[config.mk]
export PLATFORM = sky130hd
export DESIGN_NAME = array_list_insert_delete
export DESIGN_NICKNAME = d
export VERILOG_FILES = /design/src/hdl/alil_pkg.sv /design/src/hdl/alil_front.sv /design/src/hdl/alil_queue.sv /design/src/hdl/alil_back.sv /design/src/hdl/array_list_insert_delete.sv
export SDC_FILE = /design/constraint.sdc
export NUM_CORES = 2
export LEC_CHECK = 0
export BUFFER_PORTS_ARGS = -buffer_cell sky130_fd_sc_hd__clkbuf_2
export CAP_MARGIN = 20
export CORE_MARGIN = 2
export CORE_UTILIZATION = 55
export CTS_BUF_LIST = sky130_fd_sc_hd__clkbuf_8
export CTS_CLUSTER_SIZE = 28
export DETAILED_ROUTE_END_ITERATION = 7
export HOLD_SLACK_MARGIN = 0.12
export PLACE_DENSITY = 0.71
export SKIP_LAST_GASP = 1
export SLEW_MARGIN = 20
export SYNTH_ARGS = -nofsm -noshare
export SYNTH_HDL_FRONTEND = slang
export SYNTH_HIERARCHICAL = 1
export SYNTH_SLANG_ARGS = --single-unit
export TNS_END_PERCENT = 50
[constraint.sdc]
create_clock -name clock -period 7.9 [get_ports clock]
set_input_delay 0.395 -clock clock [delete_from_list [all_inputs] [get_ports clock]]
set_output_delay 0.395 -clock clock [all_outputs]
set_load 0.01 [all_outputs]
[src/hdl/alil_pkg.sv]
// shared types, codes and widths for the array list insert/delete block
package alil_pkg;

   localparam int DEPTH_DEF = 64;
   localparam int DATA_W    = 32;
   localparam int CNT_W     = 7;
   localparam int TYPE_W    = 2;
   localparam int KIND_W    = 2;
   localparam int STAT_W    = 2;
   localparam int OP_W      = 2;
   localparam int Q_DEPTH   = 2;

   // request codes
   localparam logic [TYPE_W-1:0] REQ_INSERT  = 2'd0;
   localparam logic [TYPE_W-1:0] REQ_DELETE  = 2'd1;
   localparam logic [TYPE_W-1:0] REQ_DISPLAY = 2'd2;

   // result kinds
   localparam logic [KIND_W-1:0] KIND_MOVE  = 2'd0;
   localparam logic [KIND_W-1:0] KIND_ELEM  = 2'd1;
   localparam logic [KIND_W-1:0] KIND_EMPTY = 2'd2;

   // status codes
   localparam logic [STAT_W-1:0] ST_OK    = 2'd0;
   localparam logic [STAT_W-1:0] ST_FULL  = 2'd1;
   localparam logic [STAT_W-1:0] ST_RANGE = 2'd2;

   // classified commands handed from front to back
   localparam logic [OP_W-1:0] CMD_INSERT  = 2'd0;
   localparam logic [OP_W-1:0] CMD_DELETE  = 2'd1;
   localparam logic [OP_W-1:0] CMD_DISPLAY = 2'd2;
   localparam logic [OP_W-1:0] CMD_REPORT  = 2'd3;

   typedef struct packed {
      logic [OP_W-1:0]          op;
      logic [STAT_W-1:0]        status;
      logic [CNT_W-1:0]         moves;
      logic [CNT_W-1:0]         start;
      logic [CNT_W-1:0]         pos;
      logic signed [DATA_W-1:0] value;
      logic [CNT_W-1:0]         len_now;
   } cmd_type;

endpackage

[src/hdl/alil_front.sv]
// front end: accepts requests, checks bounds, tracks length, issues commands
module alil_front #(
   parameter int DEPTH = alil_pkg::DEPTH_DEF
) (
   input  logic                                  clock,
   input  logic                                  reset,
   input  logic                                  req_valid,
   output logic                                  req_stall,
   input  logic [alil_pkg::TYPE_W-1:0]           req_type,
   input  logic signed [alil_pkg::DATA_W-1:0]    req_value,
   input  logic [alil_pkg::CNT_W-1:0]            req_position,
   input  logic                                  q_full,
   output logic                                  push,
   output alil_pkg::cmd_type                     push_cmd
);
   import alil_pkg::*;

   localparam int LW = $clog2(DEPTH + 1);

   logic [LW-1:0]    length_ff, length_in;
   logic [CNT_W-1:0] len_w;
   logic             accept;

   assign req_stall = q_full;
   assign accept    = req_valid && !q_full;
   assign len_w     = CNT_W'(length_ff);

   always_comb begin
      length_in        = length_ff;
      push             = 1'b0;
      push_cmd.op      = CMD_REPORT;
      push_cmd.status  = ST_OK;
      push_cmd.moves   = '0;
      push_cmd.start   = '0;
      push_cmd.pos     = req_position;
      push_cmd.value   = req_value;
      push_cmd.len_now = len_w;
      if (accept) begin
         case (req_type)
            REQ_INSERT: begin
               push = 1'b1;
               if (len_w == CNT_W'(DEPTH)) begin
                  push_cmd.status = ST_FULL;
               end else if (req_position > len_w) begin
                  push_cmd.status = ST_RANGE;
               end else begin
                  push_cmd.op      = CMD_INSERT;
                  push_cmd.moves   = len_w - req_position;
                  push_cmd.start   = len_w - CNT_W'(1);
                  push_cmd.len_now = len_w + CNT_W'(1);
                  length_in        = length_ff + LW'(1);
               end
            end
            REQ_DELETE: begin
               push = 1'b1;
               if (req_position >= len_w) begin
                  push_cmd.status = ST_RANGE;
               end else begin
                  push_cmd.op      = CMD_DELETE;
                  push_cmd.moves   = len_w - req_position - CNT_W'(1);
                  push_cmd.start   = req_position + CNT_W'(1);
                  push_cmd.len_now = len_w - CNT_W'(1);
                  length_in        = length_ff - LW'(1);
               end
            end
            REQ_DISPLAY: begin
               push        = 1'b1;
               push_cmd.op = CMD_DISPLAY;
            end
            default: begin
               push = 1'b0;
            end
         endcase
      end
   end

   always_ff @(posedge clock) begin
      if (reset) begin
         length_ff <= '0;
      end else begin
         length_ff <= length_in;
      end
   end

endmodule

[src/hdl/alil_queue.sv]
// short command queue between front end and back end
module alil_queue (
   input  logic              clock,
   input  logic              reset,
   input  logic              push,
   input  alil_pkg::cmd_type push_cmd,
   output logic              full,
   input  logic              pop,
   output logic              q_valid,
   output alil_pkg::cmd_type q_cmd
);
   import alil_pkg::*;

   localparam int PW = $clog2(Q_DEPTH);
   localparam int NW = $clog2(Q_DEPTH + 1);

   cmd_type       entry_ff [Q_DEPTH];
   logic [PW-1:0] wr_ptr_ff, wr_ptr_in;
   logic [PW-1:0] rd_ptr_ff, rd_ptr_in;
   logic [NW-1:0] count_ff, count_in;

   assign full    = (count_ff == NW'(Q_DEPTH));
   assign q_valid = (count_ff != '0);
   assign q_cmd   = entry_ff[rd_ptr_ff];

   always_comb begin
      wr_ptr_in = wr_ptr_ff;
      rd_ptr_in = rd_ptr_ff;
      count_in  = count_ff;
      if (push) begin
         wr_ptr_in = (wr_ptr_ff == PW'(Q_DEPTH - 1)) ? '0 : wr_ptr_ff + PW'(1);
      end
      if (pop) begin
         rd_ptr_in = (rd_ptr_ff == PW'(Q_DEPTH - 1)) ? '0 : rd_ptr_ff + PW'(1);
      end
      if (push && !pop) begin
         count_in = count_ff + NW'(1);
      end else if (pop && !push) begin
         count_in = count_ff - NW'(1);
      end
   end

   always_ff @(posedge clock) begin
      if (reset) begin
         wr_ptr_ff <= '0;
         rd_ptr_ff <= '0;
         count_ff  <= '0;
      end else begin
         wr_ptr_ff <= wr_ptr_in;
         rd_ptr_ff <= rd_ptr_in;
         count_ff  <= count_in;
      end
   end

   always_ff @(posedge clock) begin
      if (push) begin
         entry_ff[wr_ptr_ff] <= push_cmd;
      end
   end

endmodule

[src/hdl/alil_back.sv]
// back end: list memory, sequential shifter and result register
module alil_back #(
   parameter int DEPTH = alil_pkg::DEPTH_DEF
) (
   input  logic                                  clock,
   input  logic                                  reset,
   input  logic                                  q_valid,
   input  alil_pkg::cmd_type                     q_cmd,
   output logic                                  pop,
   output logic                                  rsp_valid,
   input  logic                                  rsp_stall,
   output logic [alil_pkg::KIND_W-1:0]           rsp_kind,
   output logic [alil_pkg::STAT_W-1:0]           rsp_status,
   output logic [alil_pkg::CNT_W-1:0]            rsp_move_count,
   output logic signed [alil_pkg::DATA_W-1:0]    rsp_element,
   output logic [alil_pkg::CNT_W-1:0]            rsp_length_now,
   output logic                                  rsp_last
);
   import alil_pkg::*;

   localparam int AW = (DEPTH > 1) ? $clog2(DEPTH) : 1;

   localparam logic [2:0] S_IDLE   = 3'd0;
   localparam logic [2:0] S_MOVE   = 3'd1;
   localparam logic [2:0] S_DRAIN  = 3'd2;
   localparam logic [2:0] S_WVAL   = 3'd3;
   localparam logic [2:0] S_REPORT = 3'd4;
   localparam logic [2:0] S_DISP   = 3'd5;

   logic [2:0]               state_ff, state_in;
   cmd_type                  cmd_ff, cmd_in;
   logic [AW-1:0]            ra_ff, ra_in;
   logic [CNT_W-1:0]         cnt_ff, cnt_in;
   logic [CNT_W-1:0]         idx_ff, idx_in;
   logic                     rd_ok_ff, rd_ok_in;
   logic                     wr_pend_ff, wr_pend_in;
   logic [AW-1:0]            wr_addr_ff, wr_addr_in;

   logic signed [DATA_W-1:0] mem [DEPTH];
   logic signed [DATA_W-1:0] rd_ff;
   logic [AW-1:0]            rd_addr;
   logic                     we;
   logic [AW-1:0]            waddr;
   logic signed [DATA_W-1:0] wdata;

   logic                     out_valid_ff, out_valid_in;
   logic [KIND_W-1:0]        kind_ff, kind_in;
   logic [STAT_W-1:0]        status_ff, status_in;
   logic [CNT_W-1:0]         moves_ff, moves_in;
   logic signed [DATA_W-1:0] elem_ff, elem_in;
   logic [CNT_W-1:0]         len_ff, len_in;
   logic                     last_ff, last_in;
   logic                     load;
   logic                     slot_free;

   assign slot_free = !out_valid_ff || !rsp_stall;

   always_comb begin
      state_in   = state_ff;
      cmd_in     = cmd_ff;
      ra_in      = ra_ff;
      cnt_in     = cnt_ff;
      idx_in     = idx_ff;
      rd_ok_in   = 1'b0;
      wr_pend_in = 1'b0;
      wr_addr_in = wr_addr_ff;
      rd_addr    = ra_ff;
      pop        = 1'b0;
      load       = 1'b0;
      kind_in    = KIND_MOVE;
      status_in  = cmd_ff.status;
      moves_in   = cmd_ff.moves;
      elem_in    = '0;
      len_in     = cmd_ff.len_now;
      last_in    = 1'b1;
      case (state_ff)
         S_IDLE: begin
            if (q_valid) begin
               pop    = 1'b1;
               cmd_in = q_cmd;
               ra_in  = q_cmd.start[AW-1:0];
               cnt_in = q_cmd.moves;
               idx_in = '0;
               case (q_cmd.op)
                  CMD_INSERT: begin
                     state_in = (q_cmd.moves != '0) ? S_MOVE : S_WVAL;
                  end
                  CMD_DELETE: begin
                     state_in = (q_cmd.moves != '0) ? S_MOVE : S_REPORT;
                  end
                  CMD_DISPLAY: begin
                     state_in = (q_cmd.len_now != '0) ? S_DISP : S_REPORT;
                  end
                  default: begin
                     state_in = S_REPORT;
                  end
               endcase
            end
         end
         S_MOVE: begin
            // read one entry, write it one slot over on the next cycle
            rd_addr    = ra_ff;
            wr_pend_in = 1'b1;
            if (cmd_ff.op == CMD_INSERT) begin
               wr_addr_in = ra_ff + AW'(1);
               ra_in      = ra_ff - AW'(1);
            end else begin
               wr_addr_in = ra_ff - AW'(1);
               ra_in      = ra_ff + AW'(1);
            end
            cnt_in = cnt_ff - CNT_W'(1);
            if (cnt_ff == CNT_W'(1)) begin
               state_in = S_DRAIN;
            end
         end
         S_DRAIN: begin
            state_in = (cmd_ff.op == CMD_INSERT) ? S_WVAL : S_REPORT;
         end
         S_WVAL: begin
            state_in = S_REPORT;
         end
         S_REPORT: begin
            if (slot_free) begin
               load     = 1'b1;
               kind_in  = (cmd_ff.op == CMD_DISPLAY) ? KIND_EMPTY : KIND_MOVE;
               state_in = S_IDLE;
            end
         end
         S_DISP: begin
            rd_addr = idx_ff[AW-1:0];
            if (rd_ok_ff && slot_free) begin
               load      = 1'b1;
               kind_in   = KIND_ELEM;
               status_in = ST_OK;
               moves_in  = '0;
               elem_in   = rd_ff;
               last_in   = (idx_ff + CNT_W'(1) == cmd_ff.len_now);
               idx_in    = idx_ff + CNT_W'(1);
               if (last_in) begin
                  state_in = S_IDLE;
               end
            end else begin
               rd_ok_in = 1'b1;
            end
         end
         default: begin
            state_in = S_IDLE;
         end
      endcase
   end

   // single write port: shifted entry or inserted value
   always_comb begin
      we    = wr_pend_ff || (state_ff == S_WVAL);
      waddr = (state_ff == S_WVAL) ? cmd_ff.pos[AW-1:0] : wr_addr_ff;
      wdata = (state_ff == S_WVAL) ? cmd_ff.value : rd_ff;
   end

   always_ff @(posedge clock) begin
      if (we) begin
         mem[waddr] <= wdata;
      end
      rd_ff <= mem[rd_addr];
   end

   always_comb begin
      out_valid_in = out_valid_ff;
      if (load) begin
         out_valid_in = 1'b1;
      end else if (!rsp_stall) begin
         out_valid_in = 1'b0;
      end
   end

   always_ff @(posedge clock) begin
      if (reset) begin
         state_ff     <= S_IDLE;
         rd_ok_ff     <= 1'b0;
         wr_pend_ff   <= 1'b0;
         out_valid_ff <= 1'b0;
      end else begin
         state_ff     <= state_in;
         rd_ok_ff     <= rd_ok_in;
         wr_pend_ff   <= wr_pend_in;
         out_valid_ff <= out_valid_in;
      end
   end

   always_ff @(posedge clock) begin
      cmd_ff     <= cmd_in;
      ra_ff      <= ra_in;
      cnt_ff     <= cnt_in;
      idx_ff     <= idx_in;
      wr_addr_ff <= wr_addr_in;
      if (load) begin
         kind_ff   <= kind_in;
         status_ff <= status_in;
         moves_ff  <= moves_in;
         elem_ff   <= elem_in;
         len_ff    <= len_in;
         last_ff   <= last_in;
      end
   end

   assign rsp_valid      = out_valid_ff;
   assign rsp_kind       = kind_ff;
   assign rsp_status     = status_ff;
   assign rsp_move_count = moves_ff;
   assign rsp_element    = elem_ff;
   assign rsp_length_now = len_ff;
   assign rsp_last       = last_ff;

endmodule

[src/hdl/array_list_insert_delete.sv]
// array list with positional insert/delete; the back end carries out one request at a time
// insert: m = entries moved up one slot, one move per cycle, then the value is written
// delete: m entries moved down one slot; rejected request or empty display: result only
// display of n entries: one result beat per entry, rsp_last marks the final beat
// a result stall holds the back end at its result; up to two commands queue between front and back
// synchronous active-high reset empties the list and the queue; ram contents are kept
module array_list_insert_delete #(
   parameter int DEPTH = alil_pkg::DEPTH_DEF
) (
   input  logic                                  clock,
   input  logic                                  reset,
   // request channel
   input  logic                                  req_valid,
   output logic                                  req_stall,
   input  logic [alil_pkg::TYPE_W-1:0]           req_type,
   input  logic signed [alil_pkg::DATA_W-1:0]    req_value,
   input  logic [alil_pkg::CNT_W-1:0]            req_position,
   // result channel
   output logic                                  rsp_valid,
   input  logic                                  rsp_stall,
   output logic [alil_pkg::KIND_W-1:0]           rsp_kind,
   output logic [alil_pkg::STAT_W-1:0]           rsp_status,
   output logic [alil_pkg::CNT_W-1:0]            rsp_move_count,
   output logic signed [alil_pkg::DATA_W-1:0]    rsp_element,
   output logic [alil_pkg::CNT_W-1:0]            rsp_length_now,
   output logic                                  rsp_last
);
   import alil_pkg::*;

   // front end to queue
   logic    push;
   cmd_type push_cmd;
   logic    q_full;
   // queue to back end
   logic    pop;
   logic    q_valid;
   cmd_type q_cmd;

   // front end keeps its own length copy, so bounds checks are settled at accept time
   alil_front #(
      .DEPTH (DEPTH)
   ) u_front (
      .clock        (clock),
      .reset        (reset),
      .req_valid    (req_valid),
      .req_stall    (req_stall),
      .req_type     (req_type),
      .req_value    (req_value),
      .req_position (req_position),
      .q_full       (q_full),
      .push         (push),
      .push_cmd     (push_cmd)
   );

   // command queue decouples acceptance from the slow shift and stream work
   alil_queue u_queue (
      .clock    (clock),
      .reset    (reset),
      .push     (push),
      .push_cmd (push_cmd),
      .full     (q_full),
      .pop      (pop),
      .q_valid  (q_valid),
      .q_cmd    (q_cmd)
   );

   // back end owns the list ram and the result register
   alil_back #(
      .DEPTH (DEPTH)
   ) u_back (
      .clock          (clock),
      .reset          (reset),
      .q_valid        (q_valid),
      .q_cmd          (q_cmd),
      .pop            (pop),
      .rsp_valid      (rsp_valid),
      .rsp_stall      (rsp_stall),
      .rsp_kind       (rsp_kind),
      .rsp_status     (rsp_status),
      .rsp_move_count (rsp_move_count),
      .rsp_element    (rsp_element),
      .rsp_length_now (rsp_length_now),
      .rsp_last       (rsp_last)
   );

endmodule
## After elaboration in Yosys (flattened, before gate mapping)

Memory sizes are Yosys's and may differ from the RTL's. A register that Yosys moved wholly into a read port is not among the register bits.
Cells that the tools add are included.

- Memories kept: 2
- Word-level logic and storage cells: 159
- Bits in registers: 150
- Bits in writable memories: 2,176
- Input port bits: 45
- Output and inout port bits: 53

Memory list:

| name | depth | bits a word | rd ports | clocked after Yosys merged registers in | write ports | line | RTL |
|---|---|---|---|---|---|---|---|
| u_back.mem | 64 | 32 | 1 | 1 | 1 | alil_back.sv:39 | `logic signed [DATA_W-1:0] mem [DEPTH];` |
| u_queue.entry_ff | 2 | 64 | 1 | 1 | 1 | alil_queue.sv:17 | `cmd_type entry_ff [Q_DEPTH];` |

- Bitwise gates (word level): 1
- Reduce and logical (&&, ||, !) cells: 28
- Add/subtract/negate cells: 13
- Mux-type cells: 69
- Magnitude comparators: 2
- Eq/ne operators: 20

Operators by type and width:

| operator | number |
|---|---|
| $mux W7 | 9 |
| $mux W14 | 3 |
| $pmux W7 S2 | 3 |
| $mux W32 | 1 |
| $pmux W16 S2 | 1 |
| $mux W6 | 5 |
| $mux W2 | 13 |
| $add A7 B1 Y7 const B | 3 |
| $mux W3 | 7 |
| $sub A7 B1 Y7 const B | 3 |
| $mux W1 | 20 |
| $mux W18 | 1 |
| $pmux W3 S6 | 1 |
| $reduce_bool A7 Y1 | 2 |
| $pmux W6 S2 | 1 |
| $ne A2 B1 Y1 const B | 5 |
| $pmux W3 S3 | 1 |
| $eq A2 B2 Y1 const B | 4 |
| $reduce_bool A2 Y1 | 4 |
| $eq A7 B1 Y1 const B | 1 |
| $eq A7 B7 Y1 | 1 |
| $eq A7 B7 Y1 const B | 1 |
| $ge A7 B7 Y1 | 1 |
| $gt A7 B7 Y1 | 1 |
| 25 further kinds | 41 |

## Longest topological paths before layout

- Word-level depth: 8
- Gate-level depth with buffers: 11

## Hierarchy

Netlist, hierarchy kept.

By module, submodules not included:

| module | sequential area each (sq um) | instances | area an instance (sq um) | cells an instance |
|---|---|---|---|---|
| alil_back | 66,253.5 | 1 | 84,673.7 | 4,555 |
| alil_queue | 3,943.8 | 1 | 4,849.7 | 221 |
| alil_front | 140.1 | 1 | 1,828.0 | 264 |

## Worst setup path before layout

OpenSTA, ideal clock, no wires.

- Path kind: flip-flop to flip-flop
- Start point: reg u_queue.count_ff[0]
- End point: mem u_queue/entry_ff[0][0] in the netlist's numbering, enable pin
- Path buffers: 1
- Cell stages (with the launch flop): 6
- Data required time: 7.406 ns
- Data arrival time: 4.058 ns
- Path slack: 3.348 ns
- Library setup time: 0.494 ns
- Cells stage by stage: dfxtp_1 > and2b_2 > nand2b_1 > clkbuf_1 > a21oi_1 > nor2b_1

- Word-level cells in the longest chain between the ends: 6

Ends and longest elaborated chain:

| what | line | RTL |
|---|---|---|
| start: declaration | alil_queue.sv:20 | `logic [NW-1:0] count_ff, count_in;` |
| start signal: assignment | alil_queue.sv:51 | `count_ff <= count_in;` |
| $eq A2 B2 Y1 | alil_queue.sv:22 | `assign full = (count_ff == NW'(Q_DEPTH));` |
| via q_full | array_list_insert_delete.sv:33 | `logic q_full;` |
| $logic_not A1 Y1 | alil_front.sv:25 | `assign accept = req_valid && !q_full;` |
| $logic_and A1 B1 Y1 | alil_front.sv:25 |  |
| $mux W1 | alil_front.sv:38 | `if (accept) begin` |
| via push | array_list_insert_delete.sv:31 | `logic push;` |
| $mux W1 | alil_queue.sv:56 | `if (push) begin` |
| $mux W1 (not written as such) | alil_queue.sv:57 | `entry_ff[wr_ptr_ff] <= push_cmd;` |
| end: declaration | alil_queue.sv:17 |  |

The timed path passes the listed nets, and every way through them passes these cells.

## Worst setup path in the final report

- Start point: reg u_back.state_ff[0]
- End point: reg u_back.rd_ff[26], read port of u_back.mem

- Word-level cells in the longest chain between the ends: 2

Ends and longest elaborated chain:

| what | line | RTL |
|---|---|---|
| start: declaration | alil_back.sv:30 | `logic [2:0] state_ff, state_in;` |
| start signal: assignment | alil_back.sv:182 | `state_ff <= state_in;` |
| $eq A3 B3 Y1 | alil_back.sv:76 | `case (state_ff)` |
| $mux W6 | alil_back.sv:76 |  |
| end: declaration | alil_back.sv:40 | `logic signed [DATA_W-1:0] rd_ff;` |

No other way between the ends.
A chain may end at the register's enable or synchronous reset.

==> results_dict.tcl <==
set metrics [dict create \
    syn-cell-area_um2 91200 \
    die-area_um2 169000 \
    worstPathMaxFanout 108 \
    core-area_um2 165000 \
    slew_headroom_pct 22.6 \
    cts_root_buffer "clkbuf_8" \
    fmaxAchievable_mhz 187 \
    rsz0062_at_grt "false" \
    slew_violations 0 \
    vias 50100 \
    p_per_area_nw_per_um2 350 \
    cts_resized 0 \
    finalWorstSetupSlack_ns 2.54 \
    fin_hold_ws_ns 0.225 \
    io-pin-count 98 \
    hpwl_um 124000 \
    irDropWorstVdd_v 0.000348 \
    start_util_pct 55.3 \
    grt_pass1_vias 48900 \
    num_rows 149 \
    gr-usage-all-layers_pct 28.0 \
    post_synth.cell_area_avg_um2 18.1 \
    finalNonFillerCells 7878 \
    vias_per_cell 6.36 \
    clk_latency_ns 1.07 \
    place_area_um2 94900 \
    tritoncts "yes" \
    setup_viol 0 \
    worst-path-buf-inv 2 \
    worstPathArrival_ns 6.18 \
    finalCritPeriodShare_pct 67.8 \
    cpLargestDelayFamily "buffers and inverters" \
    gp_congestion 0.841 \
    cp-start-kind "flop" \
    clockBufferDepth 4 \
    gr-max-usage-layer "met2" \
    cts_sinks 2355 \
    die_x_um 411 \
    fillers 11600 \
    nNetsFinal 5480 \
    syn-num-nets 5092 \
    wl_per_cell_um 30.3 \
    skew_ns 0.0973 \
    io_buffers 97 \
    ant_nets 0 \
    cp_slowest_cell "o41ai_1" \
    final_hold_viol_count 0 \
    drive_gt1_share_pct 16.4 \
    worstHoldPathType "in -> reg" \
    dp_cells 7158 \
    wirelength_um 239000 \
    grt_max_degree 113 \
    cap_violations 0 \
    dp_slack_ns 2.78 \
    critPathCaptureType "flop" \
    areaGrowthSynthToFinish_pct 12.1 \
    cts_buffers 368 \
    antenna_found_initial 9 \
    fin_crit_ns 5.36 \
    worst_pin_slew_ns 1.15 \
    outcome "completed" \
    clkTransAtPathRegs_ns 0.06 \
    p_leak_uw 0.0360 \
    drc 0 \
    final_area_um2 102000 \
    worstPathRequired_ns 8.73 \
    worstPathCellList "nand3b_4, mux2i_4, buf_12, buf_4, mux2i_1, o22ai_1, o41ai_1, nand4_1" \
    htreeDepth 5 \
    overflow 0 \
    critPathKind "reg -> reg" \
    grt_pass1_wl_um 340000 \
    fin_tns_setup_ns 0 \
    synth_warnings 6 \
    drtPass1Iterations 6 \
    met3_usage_pct 6.40 \
    syn_inst 5028 \
    cpPeakStageDelay_ns 1.01 \
    die_h_um 411 \
    drt_iter0_drc 7008 \
    gr-usage-met2_pct 43.5 \
    gr-usage-met1_pct 39.7 \
]
==> worst paths after layout <==
| path | endpoint | cells after the start | from | slack, ns |
|---|---|---|---|---|
| worst max-delay path | u_back/rd_ff[26] | 8 | u_back/state_ff[0] | 2.54 |
| worst min-delay path | u_queue/entry_ff[0][59] | 6 | req_position[6] | 0.23 |
| worst min register to register | flop | 2 | u_queue/rd_ptr_ff | 0.51 |
| worst max register to register | u_back/rd_ff[26] | 8 | u_back/state_ff[0] | 2.54 |
==> repair_timing <==
action,CTS,global route
setup endpoints to repair,0,0
hold buffers,76,0
hold endpoints to repair,166,0
buffers inserted,0,0
==> layer usage <==
metal,share of wire [%],wire (um)
met5,0.0054,13
met4,2.6,6300
met3,12,28000
met2,47,112000
met1,39,92700
==> worst min-delay path, stage by stage <==
cell and delay, ns:
clkbuf_2 0.08, inv_1 0.08, ha_1 0.20, xnor2_1 0.12, o21ai_0 0.09, a21oi_1 0.10
==> metrics by stage <==
step	util (%)	total power, uW
after CTS	62.0	35600
after global routing	62.0	36900
after global placement	57.4	26200
final	62.0	35800
after floorplan	-	22900
after detailed placement	57.6	26600
==> cell type report <==
class | instances | area (um^2) | area share (%)
Clock inverter | 241 | 955 | 0.934
Multi-Input combinational cell | 2330 | 20200 | 19.7
Sequential cell | 2355 | 70200 | 68.7
Inverter | 27 | 101 | 0.0991
Tap cell | 2189 | 2740 | 2.68
Antenna cell | 3 | 7.51 | 0.00734
Timing Repair Buffer | 334 | 2560 | 2.50
Clock buffer | 399 | 5490 | 5.37
==> flip-flops by register name, summed over array words and instances (netlist names), 2 cells and up, named ones only <==
| name | flops |
|---|---|
| u_back/rsp_kind | 2 |
| u_back/rd_ff | 32 |
| u_back/cnt_ff | 7 |
| u_back/rsp_move_count | 7 |
| u_front/len_w | 7 |
| u_back/rsp_length_now | 7 |
| u_back/mem | 2048 |
| u_back/state_ff | 3 |
| u_back/len_in | 7 |
| u_back/wr_addr_ff | 6 |
| u_back/rsp_status | 2 |
| u_queue/entry_ff | 124 |
| u_back/rsp_element | 32 |
| u_queue/count_ff | 2 |
| u_back/idx_ff | 7 |
| u_back/ra_ff | 6 |
| u_back/cmd_ff | 49 |
==> report_power, final <==
| group | switching [uW] | total [uW] | internal (uW) |
|---|---|---|---|
| Sequential | 465 | 16300 | 15800 |
| Combinational | 6960 | 10300 | 3360 |
| Clock | 4540 | 9150 | 4610 |
==> placed cells by master, fill, tap and decap left out, drive strengths merged, types with 76 or more instances in the layout <==
cell type / count
dlygate4sd3: 76
mux2: 97
o41ai: 129
buf: 161
clkbuf: 496
inv: 165
o22ai: 519
edfxtp: 2305
clkinv: 102
mux2i: 1033
nor2: 117
Note: power is estimated with default switching activity, not from simulation.
